--- config.mk ---
export PLATFORM = sky130hd
export DESIGN_NAME = signed_int_to_decimal_ascii
export DESIGN_NICKNAME = d
export VERILOG_FILES = /design/src/hw/rtl/sida_pkg.sv /design/src/hw/rtl/sida_dabble.sv /design/src/hw/rtl/sida_ctrl.sv /design/src/hw/rtl/signed_int_to_decimal_ascii.sv
export SDC_FILE = /design/constraint.sdc
export NUM_CORES = 1
export LEC_CHECK = 0
export BUFFER_PORTS_ARGS = -buffer_cell sky130_fd_sc_hd__clkbuf_2
export CORE_MARGIN = 3
export CORE_UTILIZATION = 50
export CTS_BUF_LIST = sky130_fd_sc_hd__clkbuf_4 sky130_fd_sc_hd__clkbuf_8
export CTS_CLUSTER_DIAMETER = 60
export DETAILED_ROUTE_END_ITERATION = 8
export PLACE_DENSITY = 0.68
export SLEW_MARGIN = 30
export SYNTH_ARGS = -nofsm -noshare
export SYNTH_HDL_FRONTEND = slang
export SYNTH_HIERARCHICAL = 1
export SYNTH_SLANG_ARGS = --single-unit
--- constraint.sdc ---
create_clock -name i_clk -period 5.84 [get_ports i_clk]
set_input_delay 1.168 -clock i_clk [delete_from_list [all_inputs] [get_ports i_clk]]
set_output_delay 1.168 -clock i_clk [all_outputs]
set_load 0.03 [all_outputs]
--- src/hw/rtl/sida_pkg.sv ---
// ----------------------------------------------------------------------------
// sida_pkg: shared constants and types for the decimal text converter
// Widths, ASCII codes and the control structs passed between modules.
// ----------------------------------------------------------------------------
package sida_pkg;

    localparam int VALUE_BITS = 32;
    // decimal digits of the largest magnitude, 2**(VALUE_BITS-1)
    // (1233/4096 approximates log10(2) closely enough over the whole range)
    localparam int DIGITS     = (((VALUE_BITS - 1) * 1233) >> 12) + 1;
    localparam int DIGIT_W    = 4;
    localparam int BCD_W      = DIGITS * DIGIT_W;
    localparam int CNT_W      = $clog2(VALUE_BITS + 1);
    localparam int CHAR_W     = 6;

    localparam logic [CHAR_W-1:0] ASCII_ZERO  = CHAR_W'(48);
    localparam logic [CHAR_W-1:0] ASCII_MINUS = CHAR_W'(45);

    typedef struct packed {
        logic load;
        logic shift;
        logic emit;
    } t_dab_ctrl;

    typedef struct packed {
        logic valid;
        logic sign;
        logic last;
    } t_emit;

endpackage

--- src/hw/rtl/sida_dabble.sv ---
// ----------------------------------------------------------------------------
// sida_dabble: bit-serial binary to BCD converter
// Shift-and-add-3 over the magnitude, one bit per cycle, then shifts the
// BCD digits out most significant first, one digit per cycle.
// ----------------------------------------------------------------------------
module sida_dabble (
    input  logic                                i_clk,
    input  sida_pkg::t_dab_ctrl                 i_ctrl,
    input  logic [sida_pkg::VALUE_BITS-1:0]     i_value,
    output logic [sida_pkg::DIGIT_W-1:0]        o_digit
);

    logic [sida_pkg::VALUE_BITS-1:0] r_bin;
    logic [sida_pkg::VALUE_BITS-1:0] n_mag;
    logic [sida_pkg::BCD_W-1:0]      r_bcd;
    logic [sida_pkg::BCD_W-1:0]      n_adj;

    // two's complement magnitude, exact for the most negative value as unsigned
    assign n_mag = i_value[sida_pkg::VALUE_BITS-1] ? (~i_value + 1'b1) : i_value;

    always_comb begin
        for (int d = 0; d < sida_pkg::DIGITS; d++) begin
            if (r_bcd[d*sida_pkg::DIGIT_W +: sida_pkg::DIGIT_W] >= sida_pkg::DIGIT_W'(5)) begin
                n_adj[d*sida_pkg::DIGIT_W +: sida_pkg::DIGIT_W] =
                    r_bcd[d*sida_pkg::DIGIT_W +: sida_pkg::DIGIT_W] + sida_pkg::DIGIT_W'(3);
            end else begin
                n_adj[d*sida_pkg::DIGIT_W +: sida_pkg::DIGIT_W] =
                    r_bcd[d*sida_pkg::DIGIT_W +: sida_pkg::DIGIT_W];
            end
        end
    end

    always_ff @(posedge i_clk) begin
        priority if (i_ctrl.load) begin
            r_bin <= n_mag;
            r_bcd <= '0;
        end else if (i_ctrl.shift) begin
            r_bin <= {r_bin[sida_pkg::VALUE_BITS-2:0], 1'b0};
            r_bcd <= {n_adj[sida_pkg::BCD_W-2:0], r_bin[sida_pkg::VALUE_BITS-1]};
        end else if (i_ctrl.emit) begin
            r_bcd <= {r_bcd[sida_pkg::BCD_W-sida_pkg::DIGIT_W-1:0],
                      {sida_pkg::DIGIT_W{1'b0}}};
        end
    end

    assign o_digit = r_bcd[sida_pkg::BCD_W-1 -: sida_pkg::DIGIT_W];

endmodule

--- src/hw/rtl/sida_ctrl.sv ---
// ----------------------------------------------------------------------------
// sida_ctrl: sequencer for one conversion
// Load, VALUE_BITS shift steps, optional sign, then one step per digit
// position with leading zeros suppressed.
// ----------------------------------------------------------------------------
module sida_ctrl (
    input  logic                i_clk,
    input  logic                i_rst_n,
    input  logic                i_start,
    input  logic                i_sign,
    input  logic [sida_pkg::DIGIT_W-1:0] i_digit,
    output logic                o_busy,
    output sida_pkg::t_dab_ctrl o_dab,
    output sida_pkg::t_emit     o_emit
);

    typedef enum logic [1:0] {
        S_IDLE,
        S_CONV,
        S_SIGN,
        S_DIGS
    } t_state;

    t_state                     r_state;
    logic [sida_pkg::CNT_W-1:0] r_cnt;
    logic                       r_neg;
    logic                       r_seen;
    logic                       w_cnt_one;
    logic                       w_show;

    assign w_cnt_one = (r_cnt == sida_pkg::CNT_W'(1));
    // a digit shows if it is nonzero or a nonzero one has gone, and the final one always does
    assign w_show    = r_seen || (i_digit != '0) || w_cnt_one;

    assign o_busy     = (r_state != S_IDLE);
    assign o_dab.load  = (r_state == S_IDLE) && i_start;
    assign o_dab.shift = (r_state == S_CONV);
    assign o_dab.emit  = (r_state == S_DIGS);

    always_comb begin
        o_emit = '0;
        unique case (r_state)
            S_SIGN: begin
                o_emit.valid = 1'b1;
                o_emit.sign  = 1'b1;
            end
            S_DIGS: begin
                o_emit.valid = w_show;
                o_emit.last  = w_cnt_one;
            end
            S_IDLE, S_CONV: begin
                o_emit = '0;
            end
            default: o_emit = '0;
        endcase
    end

    always_ff @(posedge i_clk) begin
        if (!i_rst_n) begin
            r_state <= S_IDLE;
            r_cnt   <= '0;
            r_neg   <= 1'b0;
            r_seen  <= 1'b0;
        end else begin
            unique case (r_state)
                S_IDLE: begin
                    if (i_start) begin
                        r_state <= S_CONV;
                        r_cnt   <= sida_pkg::CNT_W'(sida_pkg::VALUE_BITS);
                        r_neg   <= i_sign;
                        r_seen  <= 1'b0;
                    end
                end
                S_CONV: begin
                    r_cnt <= r_cnt - 1'b1;
                    if (w_cnt_one) begin
                        r_state <= r_neg ? S_SIGN : S_DIGS;
                        r_cnt   <= sida_pkg::CNT_W'(sida_pkg::DIGITS);
                    end
                end
                S_SIGN: begin
                    r_state <= S_DIGS;
                end
                S_DIGS: begin
                    r_cnt <= r_cnt - 1'b1;
                    if (w_show) begin
                        r_seen <= 1'b1;
                    end
                    if (w_cnt_one) begin
                        r_state <= S_IDLE;
                    end
                end
                default: r_state <= S_IDLE;
            endcase
        end
    end

endmodule

--- src/hw/rtl/signed_int_to_decimal_ascii.sv ---
// ----------------------------------------------------------------------------
// signed_int_to_decimal_ascii: signed integer to decimal ASCII text
// Converts one two's complement value per item into its decimal characters.
// ----------------------------------------------------------------------------
// Pulse start while busy is low to hand over one value. Its text then comes
// out one character per strobe, most significant first, '-' ahead of a
// negative value and no leading zeros; o_last marks the final character.
// The receiver cannot stall: every strobe must be taken in its cycle. Busy
// stays high for the whole item but its accepting cycle, so no new value is
// taken until the last character has been formed. The item runs through the
// bit-serial shift-and-add-3 pass, the sign step for a negative value, and
// the one-digit-per-cycle output shift; leading zero positions are stepped
// through with no strobe. Character, strobe and last flag are registered
// before they reach the outputs.
// ----------------------------------------------------------------------------
module signed_int_to_decimal_ascii (
    input  logic                                    i_clk,
    input  logic                                    i_rst_n,
    input  logic                                    start,
    output logic                                    busy,
    input  logic signed [sida_pkg::VALUE_BITS-1:0]  i_value,
    output logic                                    o_strobe,
    output logic [sida_pkg::CHAR_W-1:0]             o_character,
    output logic                                    o_last
);

    sida_pkg::t_dab_ctrl             w_dab;
    sida_pkg::t_emit                 w_emit;
    logic [sida_pkg::DIGIT_W-1:0]    w_digit;
    logic                            r_strobe;
    logic [sida_pkg::CHAR_W-1:0]     r_char;
    logic                            r_last;

    sida_ctrl u_ctrl (
        .i_clk   (i_clk),
        .i_rst_n (i_rst_n),
        .i_start (start),
        .i_sign  (i_value[sida_pkg::VALUE_BITS-1]),
        .i_digit (w_digit),
        .o_busy  (busy),
        .o_dab   (w_dab),
        .o_emit  (w_emit)
    );

    sida_dabble u_dabble (
        .i_clk   (i_clk),
        .i_ctrl  (w_dab),
        .i_value (i_value),
        .o_digit (w_digit)
    );

    always_ff @(posedge i_clk) begin
        if (!i_rst_n) begin
            r_strobe <= 1'b0;
        end else begin
            r_strobe <= w_emit.valid;
        end
        r_last <= w_emit.last;
        r_char <= w_emit.sign ? sida_pkg::ASCII_MINUS
                              : sida_pkg::ASCII_ZERO + sida_pkg::CHAR_W'(w_digit);
    end

    assign o_strobe    = r_strobe;
    assign o_character = r_char;
    assign o_last      = r_last;

    a_char_range: assert property (@(posedge i_clk) disable iff (!i_rst_n)
        o_strobe |-> (o_character == sida_pkg::ASCII_MINUS) ||
                     ((o_character >= sida_pkg::ASCII_ZERO) &&
                      (o_character <= sida_pkg::ASCII_ZERO + sida_pkg::CHAR_W'(9))))
        else $error("character out of range");

    a_sign_not_last: assert property (@(posedge i_clk) disable iff (!i_rst_n)
        (o_strobe && (o_character == sida_pkg::ASCII_MINUS)) |-> !o_last)
        else $error("sign flagged as final character");

    a_gap_after_last: assert property (@(posedge i_clk) disable iff (!i_rst_n)
        (o_strobe && o_last) |=> !o_strobe)
        else $error("strobe straight after final character");

    a_start_busy: assert property (@(posedge i_clk) disable iff (!i_rst_n)
        (start && !busy) |=> busy)
        else $error("accepted item did not raise busy");

endmodule

# [Word level (Yosys, flattened, before mapping)]
# Index checks and enable logic that the tools add are counted.
[word_totals] register_bits=90 word_cells=84
[classes] add_sub_neg=13 n_eq_ne=8 reduce_logical=15 muxes=28 n_bitwise=1 magnitude_cmp=10
[ops] cell="2-to-1 mux 32 bit" n=3
[ops] cell="2-to-1 mux 40 bit" n=2
[ops] cell=">= comparator 4 x 3 -> 1 bit, second input constant" n=10
[ops] cell="adder 4 x 2 -> 4 bit, second input constant" n=9
[ops] cell="2-to-1 mux 4 bit" n=9
[ops] cell="adder 32 x 1 -> 32 bit, second input constant" n=1
[ops] cell="inverter 32 bit" n=1
[ops] cell="case mux 6 bit (3 select lines)" n=1
[ops] cell="2-to-1 mux 6 bit" n=2
[ops] cell="inequality test 2 bit, second input constant" n=4
[ops] cell="case mux 2 bit (4 select lines)" n=1
[ops] cell="nonzero test 2 bit" n=4
[ops] cell="adder 5 x 5 -> 6 bit, first input constant" n=1
[ops] cell="== test 6 x 1 -> 1 bit, second input constant" n=1
[ops] cell="2-to-1 mux 2 bit" n=3
[ops] cell="AND reduction 3 bit" n=2
[ops] cell="subtractor 6 x 1 -> 6 bit, second input constant" n=1
[ops] cell="== test 2 bit, second input constant" n=2
[ops] cell="2-to-1 mux 1 bit" n=4
[ops] cell="AND reduction 2 bit" n=2
[ops] cell="nonzero test 4 bit" n=1
[ops] cell="adder 3 x 2 -> 3 bit, second input constant" n=1
[ops] cell="2-to-1 mux 3 bit" n=1
[ops] cell="case mux 1 bit (3 select lines)" n=1
[ops] cell="7 further kinds" n=8

# [Logic depth before layout (Yosys ltp)]
# Gate-level depths: netlist (run 1).
[depth] ltp_word=5 ltp_mapped=8

# [Cells and area by module]
# Netlist (run 1), hierarchy kept.
[by_module_without_submodules] mod="sida_dabble" instances=1 area_per_inst_um2=4499.3 cells_per_inst=519
[by_module_without_submodules] mod="sida_ctrl" instances=1 area_per_inst_um2=681.9 cells_per_inst=83
[by_module_without_submodules] mod="signed_int_to_decimal_ascii" instances=1 area_per_inst_um2=186.4 cells_per_inst=15

# [Worst setup path before layout (run 1)]
# No wires, ideal clock.
[synth_path] kind="in2reg" from="in i_value[18] in the netlist's numbering" to="reg u_dabble/r_bin[25] in the netlist's numbering (data pin)" stages=5 path_slack_ns=2.809 t_required_ns=5.570 setup_ns=0.270 arrival_time_ns=2.761 cell_sequence="or4_4 or4b_4 o41ai_2 xor2_1 a21oi_1"
[synth_via] elab_chain_len=4
[synth_lines] element="start: declaration" line_no="signed_int_to_decimal_ascii.sv:21" source="input logic signed [sida_pkg::VALUE_BITS-1:0] i_value,"
[synth_lines] element="inverter 32 bit" line_no="sida_dabble.sv:19" source="assign n_mag = i_value[sida_pkg::VALUE_BITS-1] ? (~i_value + 1'b1) : i_value;"
[synth_lines] element="adder 32 x 1 -> 32 bit" line_no="sida_dabble.sv:19"
[synth_lines] element="2-to-1 mux 32 bit" line_no="sida_dabble.sv:19"
[synth_lines] element="2-to-1 mux 32 bit" line_no="sida_dabble.sv:34" source="priority if (i_ctrl.load) begin"
[synth_lines] element="end signal: assignment" line_no="sida_dabble.sv:35" source="r_bin <= n_mag;"
[synth_lines] element="end signal: assignment" line_no="sida_dabble.sv:38" source="r_bin <= {r_bin[sida_pkg::VALUE_BITS-2:0], 1'b0};"
[synth_lines] element="end: declaration" line_no="sida_dabble.sv:13" source="logic [sida_pkg::VALUE_BITS-1:0] r_bin;"
# No other way between the ends.
# A chain may end at the register's enable or synchronous reset.

# [Final worst setup path (run 1)]
[layout_path] from="in i_value[11] in the netlist's numbering" to="reg u_dabble/r_bin[28] in the netlist's numbering (data pin)"
# Same word-level chain as after synthesis.

==> results of run 1 <==
## sequential cells by signal, indices dropped and copies added, names as in the netlist
register	flops
u_ctrl/r_seen	1
u_ctrl/r_state	2
o_character	5
u_dabble/r_bin	32
o_strobe	1
o_last	1
u_ctrl/r_neg	1
u_dabble/r_bcd	40
u_ctrl/r_cnt	6
## layout by cell type (no fill, tap or decap), types with 19 or more instances in the layout
| cell type | n |
|---|---|
| sky130_fd_sc_hd__xor2_1 | 30 |
| sky130_fd_sc_hd__a211oi_1 | 54 |
| sky130_fd_sc_hd__nor2_1 | 75 |
| sky130_fd_sc_hd__inv_1 | 31 |
| sky130_fd_sc_hd__dfxtp_1 | 57 |
| sky130_fd_sc_hd__a21oi_1 | 73 |
| sky130_fd_sc_hd__edfxtp_1 | 32 |
| sky130_fd_sc_hd__nand2_1 | 19 |
| sky130_fd_sc_hd__clkbuf_2 | 42 |
| sky130_fd_sc_hd__o21ai_0 | 31 |
| sky130_fd_sc_hd__ha_1 | 25 |
| sky130_fd_sc_hd__nor3b_1 | 21 |
## metrics by stage
stage | cells | instance area [um^2] | utilization | power (mW) | setup WS [ps]
after floorplan | 617 | 5370 | - | 2.14 | 2810
after global placement | 760 | 5610 | 0.541 | 2.36 | 2600
after detailed placement | 760 | 5610 | 0.541 | 2.40 | 2540
after CTS | 776 | 5820 | 0.561 | 2.86 | 2900
after global routing | 776 | 5820 | 0.561 | 3.09 | 2630
final | 776 | 5820 | 0.561 | 2.84 | 2790
## cells by family (layout without fill, tap and decap cells)
| family | Yosys count | after routing |
|---|---|---|
| AOI/OAI and AO/OA | 194 | 194 |
| xor gates and xnor gates | 42 | 42 |
| adders and majority gates | 27 | 27 |
| buffers and inverters | 70 | 93 |
| DFF | 89 | 89 |
| muxes | 3 | 3 |
| other | 1 | 1 |
| and+or+nand+nor | 191 | 191 |
## worst min-delay path: cells and delay by family (launching register included)
kind / cells / cell delay, ps
simple gates: 1 / 50
flops: 1 / 320
compound gates: 1 / 70
## cell type report
type | instances | share of cell area
sequential | 89 | 0.361
multi-input combinational | 458 | 0.513
clock inverter | 3 | 0.00688
inverter | 32 | 0.0209
clock buffer | 13 | 0.0286
timing repair buffer | 45 | 0.0400
tap | 136 | 0.0292
## power groups by stage
| stage | registers (mW) | logic (mW) | clock network [mW] |
|---|---|---|---|
| floorplan | 1.12 | 1.02 | 0 |
| global placement | 1.13 | 1.23 | 0 |
| detailed placement | 1.13 | 1.27 | 0 |
| CTS | 1.12 | 1.28 | 0.458 |
| global route | 1.16 | 1.45 | 0.484 |
| finish | 1.12 | 1.27 | 0.444 |
## layer usage
| metal | track usage | routed length [um] | vias up | part of all wire |
|---|---|---|---|---|
| met5 | 0 | 0 | - | 0 |
| met4 | 0.0721 | 189 | 0 | 0.017 |
| met3 | 0.0305 | 324 | 21 | 0.029 |
| met2 | 0.313 | 5170 | 66 | 0.47 |
| met1 | 0.256 | 5330 | 2064 | 0.48 |
| li1 | - | - | 2261 | - |
## worst max path at each step
stage	start	to	slack [ps]	cells after the start
2_1_floorplan	i_value[18]	u_dabble/r_bin[25]	2810	5
3_3_place_gp	start	u_dabble/r_bin[1]	2600	4
3_5_place_dp	i_value[6]	u_dabble/r_bin[28]	2540	6
4_1_cts	i_value[11]	u_dabble/r_bin[28]	2900	6
5_1_grt	i_value[11]	u_dabble/r_bin[28]	2630	6
6_report	i_value[11]	u_dabble/r_bin[28]	2790	6
==> flow_summary.ini, run 1 <==
[outcome]
run_status = finished, final reports clean

[floorplanning]
floorplan.initialDensity = 0.518
die_height_um = 110
die_width_um = 110
boundaryPins = 44
num_rows = 37
die_area_mm2 = 0.0120
core-area_mm2 = 0.0104

[power_and_ir_drop]
power.switching_mw = 1.16
power.sequential.fraction = 0.395
comb_power_share = 0.448
leakagePower_nw = 2.14
power_density_mw_per_mm2 = 487
max-vdd-ir-drop_v = 0.000211
sw_frac_of_total = 0.408
p_clk_frac = 0.157
cell_internal_pwr_mw = 1.68

[synthesis]
synth.distinct_cells = 50
avgSynthCellArea_um2 = 8.70
synth_edf_count = 32
post_synth_most_frequent_cells = 75 x sky130_fd_sc_hd__nor2_1, 73 x sky130_fd_sc_hd__a21oi_1, 57 x sky130_fd_sc_hd__dfxtp_1, 54 x sky130_fd_sc_hd__a211oi_1
async_flop_share = 0
synthDominantAreaCellType = sky130_fd_sc_hd__dfxtp_1
yosysSeqAreaShare = 0.392
arithmetic_cell_share_of_the_synthesized_area_counting_full_adders_half_adders_and_majority_gates = 0.0629
ys_warn_count = 6
synth_top_family_by_area = compound AO/OA/AOI/OAI gates
post_synth_instance_area_mm2 = 0.00537
synth_top_cells_by_area = sky130_fd_sc_hd__dfxtp_1 21%, sky130_fd_sc_hd__edfxtp_1 18%, sky130_fd_sc_hd__a211oi_1 7.6%, sky130_fd_sc_hd__a21oi_1 6.8%, sky130_fd_sc_hd__ha_1 6.3%
ys_seq_elements = 89
muxShareOfSynthArea = 0.00559
postSynth.topFlopCell = sky130_fd_sc_hd__dfxtp_1
fraction_of_the_mapped_netlist_area_in_simple_logic_gates = 0.191
post_synthesis_compound_gate_area_fraction = 0.227
synth_nets = 679
netlist_instances = 617
most_frequent_cell_after_synthesis = sky130_fd_sc_hd__nor2_1
synth_xor_area_frac = 0.0685
yosysTopAreaCellShare = 0.213

[setup_path]
worstSetupEndpointType = flip-flop
crit_chain = clkbuf_2, nor4_1, nand4_1, o41ai_1, xor2_1, a21oi_1
timing.critical_path.slowest_cell_delay_ps = 590
number_of_cells_on_the_worst_reg_to_reg_path = 5
critPathTopFamily = simple AND/OR/NAND/NOR gates
crit-reg2reg-capture = u_dabble/r_bin[1]
reg2reg_from = u_ctrl/r_state[0]
required_time_reported_for_the_critical_path_endpoint_ps = 5910
crit_slowest_cell = sky130_fd_sc_hd__nor4_1
worst-path-buf-inv = 1
cp.arrival_ps = 3120
critPathMaxFanout = 8
timing_worst_setup_path_type = in -> reg
r2r_setup_slack_ps = 3010
setup.worst_path.start_class = input port

[timing]
min_period_ps = 3050
timing.clock.skew_ps = 8.99
relSlewSlack = 0.484
fmaxAchievable_mhz = 328
worst-slew-pin-transition_ps = 774
timing_hold_violations_final = 0
slew_violations = 0
hold_slack_ps = 482
rsz0062_at_grt = false
setup_total_negative_slack_ps = 0
post-route-period-util = 0.522
setup_viol = 0

[cells_and_area]
post_route_cells_drive_above_1_share = 0.127
antenna-diode-count = 0
num-nets-final = 697
multi_input_combinational_cell_area_mm2 = 0.00299
filler_cell_count = 970
layout-area-overhead-vs-synth_pct = 8.44
seq_area_mm2 = 0.00210

[global_routing]
groute.usage.overall = 0.192
pin_count_of_the_biggest_net_entering_global_routing = 78
antenna_found_initial = 0
first_global_vias = 4069
grt_pass1_wl_mm = 18.8
global_route.overflow_total = 0

[route]
drc = 0
route.detailed.vias_per_inst = 5.69
first_iter_violations = 332
wl_per_instance_um = 14.2
via_count = 4412
route.final.wire_length_mm = 11.0
detail_route.first_pass.iterations = 5
antenna_violating_nets_post_route = 0

[place]
number_of_input_and_output_port_buffers_inserted = 42
gpl.final_weighted_congestion = 0.833
dpl.hpwl_mm = 7.51

[cts]
post_cts.resized_instances = 0
cts.htree.levels = 3
cts_hold_repair.buffers = 0
clock_sinks = 89
clk_pin_slew_ps = 90
cts_buffers = 9
cts_setup_buffers = 0
worstSkewPairLatency_ps = 360
tritoncts = yes
cts.root.buffer_cell = sky130_fd_sc_hd__clkbuf_8
clock_tree.buffer_depth = 2

[min_path]
whs_endpoint = u_ctrl/r_neg
number_of_stages_on_the_worst_hold_path = 2
hold_path_startpoint = u_ctrl/r_neg
hp-class = reg -> reg

[run]
max_cap_violations = 0
No activity file was read; power rests on OpenSTA's default activity.
==> inputs of run 2 (changes only) <==
==> constraint.sdc (replaced) <==
create_clock -name i_clk -period 2.99 [get_ports i_clk]
set_input_delay 0.598 -clock i_clk [delete_from_list [all_inputs] [get_ports i_clk]]
set_output_delay 0.598 -clock i_clk [all_outputs]
set_load 0.03 [all_outputs]
==> flow_summary.ini, run 2 (same netlist as run 1, synthesis figures left out) <==
[timing]
setup_viol = 0
relSlewSlack = 0.507
timing_hold_violations_final = 0
setup_total_negative_slack_ps = 0
fmaxAchievable_mhz = 424
worst-slew-pin-transition_ps = 738
timing.clock.skew_ps = 12.0
post-route-period-util = 0.790
rsz0062_at_grt = false
slew_violations = 0
min_period_ps = 2360

[floorplanning]
die_area_mm2 = 0.0120
die_width_um = 110
core-area_mm2 = 0.0104
num_rows = 37
die_height_um = 110
boundaryPins = 44
floorplan.initialDensity = 0.518

[route]
via_count = 4471
route.detailed.vias_per_inst = 5.72
detail_route.first_pass.iterations = 4
antenna_violating_nets_post_route = 0
drc = 0
route.final.wire_length_mm = 11.0
first_iter_violations = 283
wl_per_instance_um = 14.0

[place]
dpl.hpwl_mm = 7.53
number_of_input_and_output_port_buffers_inserted = 42
placedCellCount = 766
gpl.final_weighted_congestion = 0.886

[setup_path]
required_time_reported_for_the_critical_path_endpoint_ps = 3080
timing_worst_setup_path_type = in -> reg
cp.arrival_ps = 2450
crit-reg2reg-capture = u_dabble/r_bin[6]
critPathTopFamily = simple AND/OR/NAND/NOR gates
setup.worst_path.start_class = input port
cp.depth = 8
crit_slowest_cell = sky130_fd_sc_hd__o41ai_1
timing.critical_path.slowest_cell_delay_ps = 510
reg2reg_from = u_ctrl/r_state[0]
cp-startpoint = i_value[0]
worstSetupEndpointType = flip-flop
r2r_setup_slack_ps = 890
crit_chain = clkbuf_2, inv_1, ha_1, nor3b_1, nand4_1, o41ai_1, xor2_1, a21oi_1
number_of_cells_on_the_worst_reg_to_reg_path = 6
worst_setup_path_endpoint = u_dabble/r_bin[28]
critPathMaxFanout = 8
worst-path-buf-inv = 2

[min_path]
hp-class = reg -> reg

[power_and_ir_drop]
power_density_mw_per_mm2 = 955
fin_total_pwr_mw = 5.63
p_clk_frac = 0.160
leakagePower_nw = 2.18
power.switching_mw = 2.27
max-vdd-ir-drop_v = 0.000416
comb_power_share = 0.452
cell_internal_pwr_mw = 3.35
power.sequential.fraction = 0.388
sw_frac_of_total = 0.404

[cts]
tritoncts = yes
cts.root.buffer_cell = sky130_fd_sc_hd__clkbuf_8
clock_tree.buffer_depth = 2
cts_setup_buffers = 0
clock_sinks = 89
worstSkewPairLatency_ps = 370
cts_buffers = 9
cts.htree.levels = 3
post_cts.resized_instances = 0
clk_pin_slew_ps = 90
cts_hold_repair.buffers = 0

[run]
max_cap_violations = 0

[global_routing]
first_global_vias = 4130
pin_count_of_the_biggest_net_entering_global_routing = 71
groute.usage.overall = 0.191
grt_pass1_wl_mm = 18.8
antenna_found_initial = 0
global_route.overflow_total = 0

[cells_and_area]
finalNonFillerCells = 782
largest_register_ffs = 40
layout_common_cells = 75 x sky130_fd_sc_hd__nor2_1, 73 x sky130_fd_sc_hd__a21oi_1, 57 x sky130_fd_sc_hd__dfxtp_1
post_route_cells_drive_above_1_share = 0.135
biggestRegsByFlops = u_dabble/r_bcd (40), u_dabble/r_bin (32), u_ctrl/r_cnt (6)
mostFrequentLayoutCell = sky130_fd_sc_hd__nor2_1
num-nets-final = 703
post-route-util = 0.568
largest_register = u_dabble/r_bcd
antenna-diode-count = 0
layout-area-overhead-vs-synth_pct = 9.77

[outcome]
run_status = finished, final reports clean
## run 2: changes by cell type in the layout (fill, tap and decap cells not counted)
| cell | previous run | this run |
|---|---|---|
| sky130_fd_sc_hd__clkbuf_8 | 11 | 13 |
| sky130_fd_sc_hd__clkbuf_4 | 2 | 1 |
| sky130_fd_sc_hd__buf_12 | 0 | 1 |
| sky130_fd_sc_hd__clkinv_2 | 3 | 1 |
| sky130_fd_sc_hd__inv_2 | 0 | 1 |
| sky130_fd_sc_hd__buf_4 | 3 | 8 |
## run 2: cell type report
type	count	area [um^2]
clock inverter	2	35.0
timing repair buffer	51	290
sequential	89	2100
inverter	32	120
multi-input combinational	458	2990
fill	943	4480
clock buffer	14	186
tap	136	170
## run 2: metal layers
metal,GRT usage,vias to the layer above,share of wire
met5,0,-,0
met4,0.0570,0,0.011
met3,0.0393,10,0.031
met2,0.311,58,0.48
met1,0.256,2139,0.48
li1,-,2264,-
## run 2: worst min-delay path by stage
stage | depth (start not counted) | slack, ps | start | to
floorplan | 2 | 440 | u_ctrl/r_neg | u_ctrl/r_neg
global placement | 2 | 450 | u_ctrl/r_neg | u_ctrl/r_neg
detailed placement | 2 | 460 | u_ctrl/r_neg | u_ctrl/r_neg
CTS | 2 | 470 | u_ctrl/r_neg | u_ctrl/r_neg
global route | 2 | 490 | u_ctrl/r_neg | u_ctrl/r_neg
finish | 2 | 460 | u_ctrl/r_neg | u_ctrl/r_neg
## run 2: metrics by stage
stage	hold slack, ps	setup slack, ps	cell area [um^2]
after floorplan	439	529	5370
after global placement	450	345	5670
after detailed placement	459	279	5670
after CTS	469	667	5890
after global routing	487	425	5890
final	464	629	5890
## run 2: power by group through the flow
| stage | Clock (mW) | Sequential [mW] | Combinational [mW] |
|---|---|---|---|
| finish | 0.903 | 2.18 | 2.54 |
| global route | 0.974 | 2.25 | 2.91 |
| CTS | 0.930 | 2.18 | 2.56 |
| detailed placement | 0 | 2.21 | 2.54 |
| global placement | 0 | 2.19 | 2.45 |
| floorplan | 0 | 2.18 | 1.99 |
## run 2: worst min-delay path: stages, from the launching register on
cell and delay [ps]:
sky130_fd_sc_hd__dfxtp_1 310, sky130_fd_sc_hd__nand2_1 50, sky130_fd_sc_hd__a21boi_0 60
==> inputs of run 3 (changes only) <==
--- a/config.mk
+++ b/config.mk
@@ -11,7 +11,7 @@
 export CTS_BUF_LIST = sky130_fd_sc_hd__clkbuf_4 sky130_fd_sc_hd__clkbuf_8
 export CTS_CLUSTER_DIAMETER = 60
 export DETAILED_ROUTE_END_ITERATION = 8
-export PLACE_DENSITY = 0.68
+export PLACE_DENSITY = 0.7
 export SLEW_MARGIN = 30
 export SYNTH_ARGS = -nofsm -noshare
 export SYNTH_HDL_FRONTEND = slang
==> constraint.sdc (replaced) <==
create_clock -name i_clk -period 2.1 [get_ports i_clk]
set_input_delay 0.42 -clock i_clk [delete_from_list [all_inputs] [get_ports i_clk]]
set_output_delay 0.42 -clock i_clk [all_outputs]
set_load 0.03 [all_outputs]
==> flow_summary.ini, run 3 (same netlist as run 1, synthesis figures left out) <==
[timing]
setup_total_negative_slack_ps = 0
setup_viol = 0
rsz0062_at_grt = false
hold_slack_ps = 454
timing.clock.skew_ps = 10.7
min_period_ps = 2050
fmaxAchievable_mhz = 488
slew_violations = 0
relSlewSlack = 0.537
timing_hold_violations_final = 0
post-route-period-util = 0.975
worst-slew-pin-transition_ps = 694

[power_and_ir_drop]
leakagePower_nw = 2.29
power.sequential.fraction = 0.392
comb_power_share = 0.470
power.switching_mw = 3.37
max-vdd-ir-drop_v = 0.000752
fin_total_pwr_mw = 7.96
sw_frac_of_total = 0.424
power_density_mw_per_mm2 = 1310
cell_internal_pwr_mw = 4.58
p_clk_frac = 0.138

[global_routing]
groute.usage.overall = 0.197
gr-usage-met2 = 0.320
top_usage_layer = met2
first_global_vias = 4305
grt_pass1_wl_mm = 19.2
grt.met1_usage = 0.256
pin_count_of_the_biggest_net_entering_global_routing = 50
use_met3 = 0.0323
global_route.overflow_total = 0
antenna_found_initial = 0

[min_path]
whs_endpoint = u_ctrl/r_neg
hp-class = in -> reg
number_of_stages_on_the_worst_hold_path = 2
hold_path_startpoint = i_rst_n

[cells_and_area]
mostFrequentLayoutCell = sky130_fd_sc_hd__nor2_1
largest_register_ffs = 40
post_route_cells_drive_above_1_share = 0.169
layout_common_cells = 75 x sky130_fd_sc_hd__nor2_1, 73 x sky130_fd_sc_hd__a21oi_1, 57 x sky130_fd_sc_hd__dfxtp_1
filler_cell_count = 939
antenna-diode-count = 0
layout-area-overhead-vs-synth_pct = 13.1
finalNonFillerCells = 809
biggestRegsByFlops = u_dabble/r_bcd (40), u_dabble/r_bin (32), u_ctrl/r_cnt (6)
largest_register = u_dabble/r_bcd
num-nets-final = 730

[cts]
clock_sinks = 89
clock_tree.buffer_depth = 2
post_cts.resized_instances = 0
cts.root.buffer_cell = sky130_fd_sc_hd__clkbuf_8
worstSkewPairLatency_ps = 370
tritoncts = yes
clk_pin_slew_ps = 90
cts_hold_repair.buffers = 0
cts_setup_buffers = 0
cts.htree.levels = 3
cts_buffers = 9

[setup_path]
cp.arrival_ps = 2170
number_of_cells_on_the_worst_reg_to_reg_path = 5
r2r_setup_slack_ps = 250
worstSetupEndpointType = flip-flop
required_time_reported_for_the_critical_path_endpoint_ps = 2220
reg2reg_from = u_ctrl/r_state[0]
critPathMaxFanout = 5
crit-reg2reg-capture = u_dabble/r_bin[1]
timing.critical_path.slowest_cell_delay_ps = 540
setup.worst_path.start_class = input port
timing_worst_setup_path_type = in -> reg
crit_chain = clkbuf_2, or4_4, or4b_4, o41ai_2, xor2_1, a21oi_1
crit_slowest_cell = sky130_fd_sc_hd__or4b_4

[route]
route.detailed.vias_per_inst = 5.67
wl_per_instance_um = 14.2
first_iter_violations = 229
antenna_violating_nets_post_route = 0
route.final.wire_length_mm = 11.4
drc = 0
via_count = 4590
detail_route.first_pass.iterations = 4

[floorplanning]
floorplan.initialDensity = 0.518
die_width_um = 110
num_rows = 37
boundaryPins = 44
die_height_um = 110
core-area_mm2 = 0.0104
die_area_mm2 = 0.0120

[place]
gpl.final_weighted_congestion = 0.850
dpl.hpwl_mm = 8.01
number_of_input_and_output_port_buffers_inserted = 42
placedCellCount = 793

[outcome]
run_status = finished, final reports clean

[run]
max_cap_violations = 0
==> run 3: through the flow <==
step	util	cell area, um^2	setup slack (ps)
after global routing	0.585	6070	12.2
after CTS	0.585	6070	69.4
after global placement	0.568	5890	-302
after floorplan	-	5370	-183
final	0.585	6070	52.1
after detailed placement	0.568	5890	-330
==> run 3: layout make-up <==
cell class                 instances  area [um^2]  area share
sequential                        89         2100       0.346
inverter                          32          120      0.0198
clock inverter                     7         56.3     0.00928
timing repair buffer              78          505      0.0833
clock buffer                       9          124      0.0204
tap                              136          170      0.0280
multi-input combinational        458         2990       0.493
==> run 3: worst max-delay path by stage <==
stage | startpoint | to | slack, ps | cells past startpoint
2_1_floorplan | i_value[18] | u_dabble/r_bin[25] | -180 | 5
3_3_place_gp | i_value[18] | u_dabble/r_bin[25] | -300 | 6
3_5_place_dp | i_value[18] | u_dabble/r_bin[25] | -330 | 6
4_1_cts | i_value[18] | u_dabble/r_bin[25] | 70 | 6
5_1_grt | i_value[18] | u_dabble/r_bin[30] | 10 | 6
6_report | i_value[18] | u_dabble/r_bin[25] | 50 | 6
==> run 3: power groups by stage <==
stage	Combinational, mW	Clock [mW]	Sequential (mW)
finish	3.74	1.10	3.12
global route	4.21	1.21	3.21
CTS	3.74	1.14	3.12
detailed placement	3.70	0	3.15
global placement	3.54	0	3.13
floorplan	2.85	0	3.10
==> run 3: critical path, delay by kind of cell <==
kind / cells / cell delay, ps
AO/OA/AOI/OAI: 2 / 400
buffers and inverters: 1 / 90
AND/OR/NAND/NOR: 2 / 1060
XOR/XNOR: 1 / 200
==> run 3: metal layers <==
metal | vias to the layer above | routed length [um]
li1 | 2325 | -
met2 | 66 | 5510
met1 | 2176 | 5380
met4 | 0 | 243
met3 | 23 | 312
met5 | - | 0
